==> src/rtl/core/salru_pkg.sv <==
package salru_pkg;

    localparam int SET_BITS     = 8;
    localparam int WAYS         = 1;
    localparam int OFFSET_BITS  = 4;
    localparam int ADDRESS_BITS = 32;

    localparam int ADDR_W   = 32;
    localparam int SETIDX_W = 8;
    localparam int CNT_W    = 32;
    localparam int STAMP_W  = 32;
    localparam int NUM_SETS = 1 << SET_BITS;
    localparam int TAG_LSB  = OFFSET_BITS + SET_BITS;
    localparam int TAG_W    = ADDRESS_BITS - TAG_LSB;
    localparam int WAY_W    = (WAYS > 1) ? $clog2(WAYS) : 1;

    typedef logic [ADDR_W-1:0]   t_addr;
    typedef logic [SET_BITS-1:0] t_set;
    typedef logic [TAG_W-1:0]    t_tag;
    typedef logic [STAMP_W-1:0]  t_stamp;
    typedef logic [WAY_W-1:0]    t_way_idx;
    typedef logic [WAYS-1:0]     t_way_mask;

    typedef struct packed {
        t_tag   tag;
        t_stamp stamp;
    } t_way;

    typedef t_way [WAYS-1:0] t_row;

    // Outcome of the tag compare and replacement choice for one set.
    typedef struct packed {
        logic     hit;
        t_way_idx way;
    } t_sel;

endpackage

==> src/rtl/core/salru_way_sel.sv <==
module salru_way_sel import salru_pkg::*; (
    input  t_row      i_row,
    input  t_way_mask i_valid,
    input  t_tag      i_tag,
    output t_sel      o_sel
);

    logic     hit;
    t_way_idx hit_way;
    t_way_idx victim;
    t_stamp   best;

    // Invalid ways never hit and read as stamp zero, so they win the victim search.
    always_comb begin
        hit     = 1'b0;
        hit_way = '0;
        for (int w = WAYS - 1; w >= 0; w--) begin
            if (i_valid[w] && i_row[w].tag == i_tag) begin
                hit     = 1'b1;
                hit_way = WAY_W'(w);
            end
        end
        victim = '0;
        best   = i_valid[0] ? i_row[0].stamp : '0;
        for (int w = 1; w < WAYS; w++) begin
            if ((i_valid[w] ? i_row[w].stamp : t_stamp'(0)) < best) begin
                best   = i_valid[w] ? i_row[w].stamp : t_stamp'(0);
                victim = WAY_W'(w);
            end
        end
        o_sel.hit = hit;
        o_sel.way = hit ? hit_way : victim;
    end

endmodule

==> config.mk <==
export PLATFORM = sky130hd
export DESIGN_NAME = salru_way_sel
export DESIGN_NICKNAME = d
export VERILOG_FILES = /design/src/rtl/core/salru_pkg.sv /design/src/rtl/core/salru_way_sel.sv
export SDC_FILE = /design/constraint.sdc
export NUM_CORES = 1
export LEC_CHECK = 0
export BUFFER_PORTS_ARGS = -buffer_cell sky130_fd_sc_hd__buf_4
export CORE_AREA = 2 2 39 41
export DETAILED_ROUTE_END_ITERATION = 10
export DIE_AREA = 0 0 41 43
export PLACE_DENSITY_LB_ADDON = 0.05
export SYNTH_ARGS = -nofsm -noshare
export SYNTH_HDL_FRONTEND = slang
export SYNTH_SLANG_ARGS = --single-unit
==> constraint.sdc <==
create_clock -name vclk -period 1.75
set_clock_uncertainty 0.2 [all_clocks]
set_input_delay 0.2625 -clock vclk [all_inputs]
set_output_delay 0.2625 -clock vclk [all_outputs]
set_load 0.01 [all_outputs]
[Word level (Yosys, flattened, before mapping)]
Cells that the tools add are included.
Operators by class
  reduce and logical (&&, ||, !) cells: 1
  muxes and demuxes: 1
  eq/ne operators: 1
Operators by type and width (number)
  == test 20 bit: 1
  logical AND 1 bit: 1
  two-way mux 1 bit: 1
Storage, ports and cells
  output and inout bits: 2
  register bits: 0
  logic and storage cells: 3

[Logic depth before layout (Yosys ltp)]
Gate-level depths: netlist of the first run.
  depth after elaboration: 3
  gate-level depth with buffers: 5
  depth with buffers taken out: 4

[Worst setup path after synthesis of the first run]
Ideal clock, no wire load.
  kind: input-to-output
  from: input i_tag[14]
  to: output o_sel[1] in the netlist's numbering
  arrival: 1.132 ns
  path slack: 0.155 ns
  stages on the path: 5
  cells stage by stage: xor2_1 > nor4_1 > nand4_1 > nor4_2 > buf_4
Between the ends
  longest elaborated chain between the ends: 3
RTL lines
  start: declaration: RTL line salru_way_sel.sv:4  | input t_tag i_tag,
  == test 20 bit: RTL line salru_way_sel.sv:18  | if (i_valid[w] && i_row[w].tag == i_tag) begin
  logical AND 1 bit: RTL line salru_way_sel.sv:18
  two-way mux 1 bit: RTL line salru_way_sel.sv:18
  end: declaration: RTL line salru_way_sel.sv:5  | output t_sel o_sel
No other way between the ends.

==> flow_summary.ini, run 1 <==
[cts]
hold_buffers = 0

[critical_path]
slowest_stage = nor4_1
crit_required_ns = 1.29
worst_setup_path_start_kind = input port
critPathBufInv = 2
critPathTopFamily = simple AND/OR/NAND/NOR gates
criticalPathCategory = input port to output pin
path_cells = buf_4 > xor2_1 > nor4_1 > nand3_1 > nor4_2 > buf_4
worstPathMaxFanout = 1
worst_ep_arrival_time_ns = 1.29
cpMostUsedCell = buf_4
cp-end-kind = output pin
cp_slowest_stage_delay_ns = 0.27

[timing]
setup_violations = 0
finalCriticalPeriod_ns = 1.75
hold_viol = 0
rsz0062_at_grt = true
fin_crit_sh_pct = 100
layout_setup_ws_ns = 0.000209
fmax_ghz = 0.571
drv_slew = 0

[power]
power.density_nw_per_um2 = 212
leakage_nw = 0.272
ir_drop_mv = 0.0726

[detailed_routing]
wl_um = 741
remaining_drc_errors = 0
routedWlPerCell_um = 8.62
avgViaCountPerCell = 3.99
drt_iter0_drc = 0
vias = 343
ant_nets = 0
drt_pass1_iterations = 1

[cells_and_area]
drive_gt1_share_pct = 61.4
clock_buffers = 0
stdcell_area_um2 = 578
seq_cell_count = 0
n_antenna_cell = 0
final_core_utilization_pct = 41.8
fin_cells = 86
nNetsFinal = 145
area_growth_pct = 138
regArea_um2 = 0

[logic_synthesis]
synth_cell_types = 8
synth_common_cells = xnor2_1, xor2_1, nand4_1, buf_4, nor4_1
netlist_top_cells_area = xnor2_1, xor2_1, nand4_1
yosysTopAreaCell = xnor2_1
synth_area_per_cell_um2 = 8.09
syn_area_um2 = 243
synth.top_cell.area_share_pct = 43.3
synth_warnings = 0
synth_fp_nets = 103
seq_area_frac_synth_pct = 0
yosys.cell_count.top_type = xnor2_1
synthCells = 30

[die]
die_y_um = 43
initial_core_util_pct = 17.5
ioPinCount = 75
dieArea_um2 = 1760
placementRows = 14
die_w_um = 41
core_area_um2 = 1380

[worst_hold_path]
hold_class = input port to output pin
holdPathStages = 4
worstHoldStart = i_valid
min_to = o_sel[1]

[run_status]
outcome = complete, no violations

[global_route]
grt_overflow = 0
grt_max_degree = 2
grt_pass1_wl_mm = 1.15
antenna_found_initial = 0
grt_pass1_vias = 329
grt_usage_pct = 8.49

[place]
place_congestion = 0.535
pre_cts_slack_ns = -0.0928
placed_cell_area_um2 = 563
port-buffer-count = 42
hpwl_um = 674
dp_cells = 86

[run]
cap_viol_max_count = 0
worst min-delay path, cell delays in order:
cell	delay (ns)
buf_4	0.11
nand3_1	0.09
nor4_2	0.05
buf_4	0.13
report_power, final:
| part | internal [mW] | total, mW | switching (mW) |
|---|---|---|---|
| clock | 0 | 0 | 0 |
| combinational | 0.0878 | 0.123 | 0.0349 |
| sequential | 0 | 0 | 0 |
cells in the final DEF, fill, tap and decap left out:
cell     Yosys  final
nor4_1       2      2
xnor2_1     12     12
xor2_1       8      8
nand4_1      3      3
buf_6        0      4
buf_4        2     38
nand3_1      1      1
conb_1       1      1
nor4_2       1      1
cells by family (layout without fill, tap and decap cells):
family        Yosys count  after routing  share of synthesized area [%]
xor+xnor               20             20                           72.2
buf+inv                 2             42                           6.18
other cells             1              1                           1.54
simple gates            7              7                           20.1
metrics by stage:
step                setup TNS [ns]  power [mW]  hold slack (ns)
finish                           0       0.123            0.699
global route               -0.0829       0.134            0.720
detailed placement         -0.0928       0.120            0.677
global placement           -0.0775       0.120            0.674
CTS                        -0.0147       0.124            0.703
floorplan                        0      0.0421            0.547
cell type report:
type,instances,area (um^2)
fillers,148,806
multi-input cells,28,228
well taps,16,20.0
repair buffers,42,330
layer usage:
| metal | track usage (%) | part of all wire [%] | vias to the layer above |
|---|---|---|---|
| li1 | - | - | 179 |
| met1 | 9.49 | 33 | 139 |
| met2 | 16.9 | 49 | 25 |
| met3 | 0.524 | 18 | 0 |
| met4 | 0 | 0 | 0 |
| met5 | 0 | 0 | - |
repair_timing:
action	in CTS	in global routing
setup buffers	0	0
gates resized for setup	4	0
gates cloned	0	0
setup endpoints to repair	1	1
pin swaps	8	1
worst max path at each step:
stage | cells past startpoint | slack (ns) | from | endpoint
final | 6 | 0.0002 | i_tag[10] | o_sel[1]
after global placement | 6 | -0.08 | i_tag[14] | o_sel[1]
after detailed placement | 6 | -0.09 | i_tag[14] | o_sel[1]
after CTS | 6 | -0.01 | i_row[43] | o_sel[1]
after floorplan | 5 | 0.16 | i_tag[14] | o_sel[1]
after global routing | 6 | -0.08 | i_tag[10] | o_sel[1]
Power figures use the tool's default switching activity.
==> inputs of run 2 (changes only) <==
--- a/config.mk
+++ b/config.mk
@@ -5,10 +5,11 @@
 export SDC_FILE = /design/constraint.sdc
 export NUM_CORES = 1
 export LEC_CHECK = 0
-export BUFFER_PORTS_ARGS = -buffer_cell sky130_fd_sc_hd__buf_4
+export ABC_AREA = 1
 export CORE_AREA = 2 2 39 41
 export DETAILED_ROUTE_END_ITERATION = 10
 export DIE_AREA = 0 0 41 43
+export DONT_BUFFER_PORTS = 1
 export PLACE_DENSITY_LB_ADDON = 0.05
 export SYNTH_ARGS = -nofsm -noshare
 export SYNTH_HDL_FRONTEND = slang
==> flow_summary.ini, run 2 <==
[run_status]
outcome = complete, no violations

[global_route]
grt_max_degree = 3
grt_overflow = 0
grt_usage_pct = 9.89
grt_pass1_wl_mm = 1.32
grt_pass1_vias = 401
antenna_found_initial = 0

[power]
power.density_nw_per_um2 = 150
finalPower_uw = 60.6
ir_drop_mv = 0.0325
leakage_nw = 0.313

[logic_synthesis]
yosysTopAreaCell = nand2_1
synth_warnings = 0
synth.top_cell.area_share_pct = 41.3
synthCells = 98
synth_fp_nets = 171
synth_cell_types = 10
synth_common_cells = nand2_1, inv_1, nor2_1
yosys.cell_count.top_type = nand2_1
syn_area_um2 = 400
synth_area_per_cell_um2 = 4.09
seq_area_frac_synth_pct = 0
netlist_top_cells_area = nand2_1, inv_1, nor2_1

[die]
dieArea_um2 = 1760
die_w_um = 41
ioPinCount = 75
core_area_um2 = 1380
placementRows = 14
initial_core_util_pct = 28.9
die_y_um = 43

[timing]
fin_crit_sh_pct = 75.2
finalCriticalPeriod_ns = 1.32
rsz0062_at_grt = false
fmax_ghz = 0.760
setup_tns_ns = 0
hold-worst-slack_ns = 0.578
drv_slew = 0
setup_violations = 0
hold_viol = 0

[cts]
cts_resized = 0
cts_post_setup_buffers_inserted = 0
hold_buffers = 0

[cells_and_area]
final_core_utilization_pct = 29.3
clock_buffers = 0
nNetsFinal = 171
final_cell_mix = nand2_1, inv_1, nor2_1
area_growth_pct = 1.25
seq_cell_count = 0
final_common_cell = nand2_1
regArea_um2 = 0
n_antenna_cell = 0
drive_gt1_share_pct = 1.04

[detailed_routing]
remaining_drc_errors = 0
routedWlPerCell_um = 7.04
vias = 454
drt_iter0_drc = 0
avgViaCountPerCell = 4.05
drt_pass1_iterations = 1
ant_nets = 0
wl_um = 789

[place]
place_congestion = 0.550
hpwl_um = 772
port-buffer-count = 0

[worst_hold_path]
worstHoldStart = i_row[49]
min_to = o_sel[1]
hold_class = input port to output pin
holdPathStages = 5

[critical_path]
slowest_stage = nor2_2
path_cells = inv_1 > nand2_1 > nand2_1 > nor2_1 > nand2_1 > nor2_1 > nand2_1 > nor2_2
cp-end-kind = output pin
worst_ep_arrival_time_ns = 0.85
crit_required_ns = 1.29
worstPathMaxFanout = 2
worst_setup_path_start_kind = input port
cp_slowest_stage_delay_ns = 0.14
startpoint = i_row[45]
criticalPathCategory = input port to output pin
cpMostUsedCell = nand2_1

[run]
cap_viol_max_count = 0
-- run 2: cell count changes after synthesis, sizes merged, moves of 2 or more --
cell   before  now
nor4        3    0
o22ai       0    2
nand4       3    0
nor2        0   17
nand2       0   44
xor2        8    2
inv         0   27
xnor2      12    1
-- run 2: per-layer routing --
metal | routed length (um) | share of wire (%) | GRT usage [%] | up-vias
met1 | 308 | 39 | 12.3 | 166
li1 | - | - | - | 267
met4 | 0 | 0 | 0 | 0
met5 | 0 | 0 | 0 | -
met3 | 98 | 12 | 1.05 | 0
met2 | 382 | 48 | 18.1 | 21
-- run 2: kinds of logic after synthesis --
kind of cell | count (synthesis) | synth area share (%)
AO/OA/AOI/OAI | 2 | 3.12
XOR/XNOR | 3 | 6.56
buffers and inverters | 29 | 29.1
other | 1 | 0.937
AND/OR/NAND/NOR | 63 | 60.3
-- run 2: layout make-up --
cell class         count  area, um^2
multi-input cells     69         284
fillers              176         978
well taps             16        20.0
inverters             27         101
-- run 2: critical path: cells and delay by family --
kind / cells / cell delay, ns
AND/OR/NAND/NOR: 7 / 0.58
buffers and inverters: 1 / 0.03
-- run 2: worst max-delay path by stage --
stage | slack (ns) | end | cells after the start
2_1_floorplan | 0.46 | o_sel[1] | 9
3_3_place_gp | 0.40 | o_sel[1] | 8
3_5_place_dp | 0.40 | o_sel[1] | 8
4_1_cts | 0.40 | o_sel[1] | 8
5_1_grt | 0.29 | o_sel[1] | 8
6_report | 0.43 | o_sel[1] | 8
-- run 2: through the flow --
stage          setup WS (ns)  cells  cell area (um^2)
3_5_place_dp           0.398    112               405
4_1_cts                0.398    112               405
5_1_grt                0.295    112               405
2_1_floorplan          0.461     98               400
3_3_place_gp           0.401    112               405
6_report               0.433    112               405
-- run 2: power by group --
part	leakage (nW)	internal, mW	switching, mW
clock	0	0	0
sequential	0	0	0
combinational	0.313	0.0285	0.0322
total	0.313	0.0285	0.0322
==> inputs of run 3 (changes only) <==
==> constraint.sdc (replaced) <==
create_clock -name vclk -period 1.1
set_clock_uncertainty 0.2 [all_clocks]
set_input_delay 0.165 -clock vclk [all_inputs]
set_output_delay 0.165 -clock vclk [all_outputs]
set_load 0.01 [all_outputs]
==> flow_summary.ini, run 3 (synthesis results as in run 2) <==
[timing]
setup_violations = 1
fmax_ghz = 0.879
hold_viol = 0
finalCriticalPeriod_ns = 1.14
fin_crit_sh_pct = 103
drv_slew = 0
rsz0062_at_grt = true
layout_setup_ws_ns = -0.0372

[global_route]
grt_pass1_vias = 401
grt.busiest_layer = met2
met3_usage_pct = 1.05
use_met1_pct = 12.3
grt_max_degree = 3
grt_usage_pct = 9.89
antenna_found_initial = 0
grt_overflow = 0
grt_pass1_wl_mm = 1.32
grt_use_met2_pct = 18.1

[critical_path]
cp-end-kind = output pin
cp_slowest_stage_delay_ns = 0.16
criticalPathCategory = input port to output pin
path_cells = inv_2 > nand2_1 > nand2_2 > nor2_2 > nand2_1 > nor2_2 > nand2_1 > nor2_2
worst_setup_path_start_kind = input port
worst_ep_arrival_time_ns = 0.77
crit_required_ns = 0.73
startpoint = i_tag[3]
worstPathMaxFanout = 2
worstSetupEndpoint = o_sel[1]
slowest_stage = nor2_2

[die]
core_area_um2 = 1380
ioPinCount = 75
initial_core_util_pct = 28.9
placementRows = 14
die_w_um = 41
dieArea_um2 = 1760
die_y_um = 43

[cells_and_area]
fin_cells = 112
drive_gt1_share_pct = 20.8
nNetsFinal = 171
seq_cell_count = 0
n_antenna_cell = 0
final_common_cell = nand2_1
clock_buffers = 0
area_growth_pct = 12.5
num-fill-cells = 175
final_cell_mix = nand2_1, inv_1, nor2_1, nand2_2, nor2_2
regArea_um2 = 0

[place]
dp_cells = 112
place_congestion = 0.550
hpwl_um = 772
port-buffer-count = 0

[worst_hold_path]
hold_class = input port to output pin

[detailed_routing]
ant_nets = 0
drt_iter0_drc = 5
vias = 466
drt_pass1_iterations = 3
remaining_drc_errors = 0
wl_um = 849
avgViaCountPerCell = 4.16
routedWlPerCell_um = 7.58

[power]
p_switching_uw = 57.8
pwr-share-comb_pct = 100.0
swShare_pct = 51.5
finalPower_uw = 112
leakage_nw = 0.308
power.density_nw_per_um2 = 249
pwr-share-seq_pct = 0
power.share.clock_pct = 0
ir_drop_mv = 0.0580
internal_power_uw = 54.4

[run_status]
violations = negative setup slack
outcome = complete, but fails checks

[run]
cap_viol_max_count = 0

[cts]
hold_buffers = 0
## run 3: cell count changes in the layout (fill, tap and decap cells not counted)
cell | before | now
inv_1 | 27 | 20
nand2_1 | 44 | 38
nand2_2 | 0 | 6
nor2_1 | 16 | 10
nor2_2 | 1 | 6
inv_2 | 0 | 4
inv_4 | 0 | 2
inv_6 | 0 | 1
nor2_4 | 0 | 1
## run 3: timing repair
item / 4_1_cts / 5_1_grt
pin swaps: 1 / 28
gates resized for setup: 1 / 23
setup endpoints to repair: 1 / 1
buffers inserted: 0 / 0
## run 3: cell type report
| cell class | instances | area [um^2] | area share, % |
|---|---|---|---|
| inverter | 27 | 111 | 24.7 |
| tap | 16 | 20.0 | 4.44 |
| multi-input combinational | 69 | 319 | 70.8 |
## run 3: worst min-delay path by stage
| stage | startpoint | endpoint | slack, ns | cells past startpoint |
|---|---|---|---|---|
| floorplan | i_row[37] | o_sel[1] | 0.47 | 6 |
| global placement | i_row[49] | o_sel[1] | 0.39 | 5 |
| detailed placement | i_row[49] | o_sel[1] | 0.39 | 5 |
| CTS | i_row[49] | o_sel[1] | 0.39 | 5 |
| global route | i_row[37] | o_sel[1] | 0.41 | 5 |
| finish | i_row[49] | o_sel[1] | 0.38 | 5 |
## run 3: layer usage
layer  vias to the layer above  wire length [um]
li1                        266                 -
met1                       179               319
met2                        21               432
met3                         0                96
met4                         0                 0
met5                         -                 0
## run 3: metrics by stage
step | area, um^2 | utilization (%) | TNS (ns) | setup slack (ns) | hold WS [ns]
final | 450 | 32.5 | -0.0372 | -0.0372 | 0.380
after detailed placement | 405 | 29.3 | -0.0572 | -0.0572 | 0.392
after global routing | 450 | 32.5 | -0.142 | -0.142 | 0.414
after CTS | 405 | 29.3 | -0.0479 | -0.0479 | 0.392
after global placement | 405 | 29.3 | -0.0542 | -0.0542 | 0.393
after floorplan | 400 | - | 0 | 0.00644 | 0.475
## run 3: power groups by stage
| stage | Clock (mW) | Combinational (mW) | Sequential [mW] |
|---|---|---|---|
| floorplan | 0 | 0.0896 | 0 |
| CTS | 0 | 0.0991 | 0 |
| finish | 0 | 0.112 | 0 |
| global route | 0 | 0.137 | 0 |
| detailed placement | 0 | 0.0986 | 0 |
| global placement | 0 | 0.0976 | 0 |
## run 3: worst max-delay path: cells and delay by family
kind / cells / cell delay (ns)
simple gates: 7 / 0.59
buf+inv: 1 / 0.01
